--- config.mk ---
export PLATFORM = sky130hd
export DESIGN_NAME = gbi_div_cell
export DESIGN_NICKNAME = d
export VERILOG_FILES = /design/src/sv/gbi_pkg.sv /design/src/sv/gbi_div_cell.sv
export SDC_FILE = /design/constraint.sdc
export NUM_CORES = 1
export LEC_CHECK = 0
export ABC_AREA = 0
export BUFFER_PORTS_ARGS = -buffer_cell sky130_fd_sc_hd__buf_4
export CAP_MARGIN = 40
export CORE_AREA = 2 2 190 192
export CTS_CLUSTER_SIZE = 20
export DETAILED_ROUTE_END_ITERATION = 8
export DIE_AREA = 0 0 192 194
export PLACE_DENSITY = 0.61
export SLEW_MARGIN = 20
export SYNTH_ARGS = -nofsm -noshare
export SYNTH_HDL_FRONTEND = slang
export SYNTH_SLANG_ARGS = --single-unit
--- constraint.sdc ---
create_clock -name clk -period 0.9 [get_ports clk]
set_input_delay 0.045 -clock clk [delete_from_list [all_inputs] [get_ports clk]]
set_output_delay 0.045 -clock clk [all_outputs]
set_load 0.1 [all_outputs]
--- src/sv/gbi_pkg.sv ---
// Shared types and constants for the grid bilinear interpolator.
// Request/response payloads and the divider link carried between cells.
// No dependencies.
package gbi_pkg;

	localparam int VW = 32;        // coordinate and value width
	localparam int NW = 98;        // numerator magnitude width
	localparam int DW = 65;        // denominator magnitude width
	localparam int QW = 42;        // quotient bits kept (41..0)
	localparam int RW = DW + QW;   // compare width in a divider cell

	localparam logic [1:0] MODE_ONE  = 2'd0;
	localparam logic [1:0] MODE_TWO  = 2'd1;
	localparam logic [1:0] MODE_FOUR = 2'd2;
	localparam logic [1:0] MODE_BAD  = 2'd3;

	typedef struct packed {
		logic [1:0]           mode;
		logic signed [VW-1:0] first_x;
		logic signed [VW-1:0] first_y;
		logic signed [VW-1:0] last_x;
		logic signed [VW-1:0] last_y;
		logic signed [VW-1:0] query_x;
		logic signed [VW-1:0] query_y;
		logic signed [VW-1:0] value_0;
		logic signed [VW-1:0] value_1;
		logic signed [VW-1:0] value_2;
		logic signed [VW-1:0] value_3;
	} req_t;

	typedef struct packed {
		logic signed [VW-1:0] interpolated;
		logic                 failed;
	} rsp_t;

	typedef struct packed {
		logic                 vld;
		logic                 neg;
		logic                 fail;
		logic signed [VW-1:0] ofs;
		logic [DW-1:0]        den;
		logic [NW-1:0]        rmd;
		logic [QW-1:0]        quo;
	} link_t;

endpackage

--- src/sv/gbi_div_cell.sv ---
// One restoring-division cell: resolves a single quotient bit.
// Depends on gbi_pkg (link_t, widths).
module gbi_div_cell #(
	parameter int SHIFT = 0
) (
	input  logic          clk,
	input  logic          arst_n,
	input  logic          en,
	input  gbi_pkg::link_t prv,
	output gbi_pkg::link_t nxt
);
	import gbi_pkg::*;

	logic [RW-1:0] dsh;
	logic [RW-1:0] rext;
	logic [RW-1:0] rsub;
	logic          ge;

	always_comb begin
		dsh  = RW'(prv.den) << SHIFT;
		rext = RW'(prv.rmd);
		ge   = rext >= dsh;
		rsub = rext - dsh;
	end

	always_ff @(posedge clk or negedge arst_n) begin
		if (!arst_n) begin
			nxt.vld <= 1'b0;
		end else if (en) begin
			nxt.vld  <= prv.vld;
			nxt.neg  <= prv.neg;
			nxt.fail <= prv.fail;
			nxt.ofs  <= prv.ofs;
			nxt.den  <= prv.den;
			nxt.rmd  <= ge ? rsub[NW-1:0] : prv.rmd;
			nxt.quo  <= {prv.quo[QW-2:0], ge};
		end
	end

endmodule

==> run metrics <==
Post-synth EDFFs=239; Row Count=69; Cell Area, Synth=0.01322 mm²; Starting Density=0.3754; wire length per cell=20.83 µm; via/cell ratio=5.118; Cell Pwr Density=1610 mW/mm²; max reg flops=240; Worst Setup Path Type=in2reg; Synth warnings=0; final wirelength=60250 µm; sequential area share after synthesis=0.5447; Iter 0 DRT Violations=888; biggest regs=nxt x240; endpoints failing setup=340; Clk network pwr share=0.270; CTS tree=yes; IO Pins=483; Yosys reg bits=240; clock sink total=240; hold path start=prv[107]; final hold violation count=0; CORE AREA=0.03522 mm²; final worst slack=-1.968 ns; GR Overflow Total=0; most common cell after layout, fill and taps aside=buf_4; Worst R2R End=nxt[239]$_DFFE_PN0P_; Relative slew margins=0.5737; Fin Clk Skew=0 ns; clock-pin slew on the worst setup and hold paths=0.06 ns; Max Cap Viol=0; mean post-synth cell area=10.56 µm²; crit-path max FO=12; P&R area growth vs syn=100.2%; Port Buf Inserts=481; Max Slew Vio Count=0; Util after Layout=0.7514; Hold/Removal Path Class=in2reg; worst skew pair latency=0.56 ns; Num CTS Buffers=27; Reg-to-Reg Start=nxt[239]$_DFFE_PN0P_; reg2reg setup slack=0 ns; largest net degree at the start of global routing=25; first-pass GRT wire length=90090 µm; count of different cell masters after synthesis=62; fraction of layout cells with a size suffix above 1=0.4703; arrival time at the worst endpoint=3.16 ns; placed cell areas=0.02068 mm²; Bufs on Longest Clock Path=3; cells after synthesis=1252; Net Sw Frac=0.3790; R2R depth=1; Worst EP required=1.20 ns; hold depth=3; Sw Pwr=16.15 mW; max frequency=348.7 MHz; Leak=11.42 nW; CTS root buffer=clkbuf_16; DRC Markers=0; Pint=26.46 mW; Overall Power=42.61 mW; RePlAce Congestion=0.9130; via count=14800; Die Area=0.03725 mm²; drt first pass iters=5; Post-DRT Antenna Nets=0; H-Tree Depth=1; CP Launch Type=input pin; Post-Syn Nets=1561; most frequent cells in the layout=buf_4, buf_6, dlygate4sd3_1, edfxtp_1, nand2_1; Reg power frac=0.328; Most flops, register=nxt; Final Instance Area=0.02647 mm²; GR Util All Layers=0.3140; dpl ws=-2.845 ns; initial antenna violation count=5; RSZ-0062 raised after global routing=yes; hold endpoint=nxt[107]$_DFFE_PP_; nets=2715; status=complete, but fails checks; violated checks=setup timing; Main synth FF type=edfxtp_1; worst slew pin tran=0.6346 ns; Die W=192 µm; CP Capture Type=flop; HPWL Detailed=41240 µm; vias in the first global route=15685; Max VDD drop=1.480 mV; minimum clock period=2.868 ns; Final period util=3.186; combinational fraction of design power=0.402; async set-or-reset flop fraction in the synthesized netlist=0.004167; Die Height=194 µm
[worst max-delay path: stages]
cell and delay (ns):
buf_12 0.11, inv_12 0.04, ha_4 0.12, inv_2 0.04, fa_2 0.33, a21o_1 0.17, a221o_1 0.37, o311a_1 0.34
or4_4 0.43, nand4bb_1 0.14, and2_4 0.18, o21a_4 0.18, buf_4 0.22, bufbuf_16 0.31, o21ai_0 0.11
[how the worst max path moves through the flow]
stage / from / slack, ns / end
5_1_grt: prv[42] / -2.04 / nxt[50]$_DFFE_PP_
4_1_cts: prv[134] / -1.96 / nxt[115]$_DFFE_PP_
3_5_place_dp: prv[46] / -2.84 / nxt[139]$_DFFE_PP_
6_report: prv[42] / -1.97 / nxt[50]$_DFFE_PP_
3_3_place_gp: prv[153] / -2.78 / nxt[127]$_DFFE_PP_
2_1_floorplan: prv[194] / -2.30 / nxt[130]$_DFFE_PP_
[cells by family after synthesis]
kind of cell | count (synthesis) | synth area share
compound gates | 306 | 0.1391
flops | 240 | 0.5447
mux | 6 | 0.005015
buf+inv | 138 | 0.04097
simple gates | 403 | 0.1456
fa+ha+maj | 66 | 0.06302
xor+xnor | 93 | 0.06160
[Yosys cell counts, types with 23 or more instances]
library cell / count / area, µm²
clkbuf_1: 41 / 153.9
o21ai_0: 111 / 555.5
xor2_1: 54 / 473.0
a21oi_1: 90 / 450.4
inv_1: 87 / 326.6
xnor2_1: 39 / 341.6
edfxtp_1: 239 / 7177
nand2_1: 150 / 563.0
nor4_1: 23 / 143.9
ha_1: 65 / 813.3
nor3_1: 38 / 190.2
nor2_1: 78 / 292.8
nand4_1: 41 / 256.5
[cell type report]
class,count,area (µm²)
repair buffers,1174,10920
fillers,2302,8756
flip-flops and latches,240,7206
multi-input cells,875,6492
clock buffers,29,683.2
well taps,461,576.8
inverters,88,367.9
clock inverters,20,214.0
diodes,5,12.51
[stage by stage]
stage / hold slack [ns] / cells / setup TNS (ns)
finish: 0.03981 / 2892 / -254.17
global route: 0.03701 / 2892 / -270.36
CTS: 0.001812 / 2885 / -252.17
detailed placement: -0.07516 / 2555 / -276.00
global placement: -0.07875 / 2555 / -267.35
floorplan: -0.2506 / 1252 / -518.93
[power by group through the flow]
stage	Sequential, mW	Combinational (mW)	Clock, mW
6_report	14.0	17.1	11.5
2_1_floorplan	20.2	3.22	0
3_5_place_dp	14.0	14.8	0
3_3_place_gp	14.0	14.8	0
5_1_grt	14.0	17.9	12.1
4_1_cts	13.9	16.7	11.5
[routing by layer]
layer	vias to the layer above	part of all wire	track usage
met5	-	0	0
met4	0	0.039	0.1236
met3	136	0.072	0.06353
met2	593	0.50	0.5527
met1	7133	0.38	0.3734
li1	6938	-	-
[repair_timing]
action                     CTS  global route
setup endpoints to repair  339           340
gates resized for setup    396            86
pin swaps                   69            41
cloned                      13             1
hold buffers               242             0
buffers inserted            30            12
hold endpoints to repair   239             0
Power figures use the tool's default switching activity.
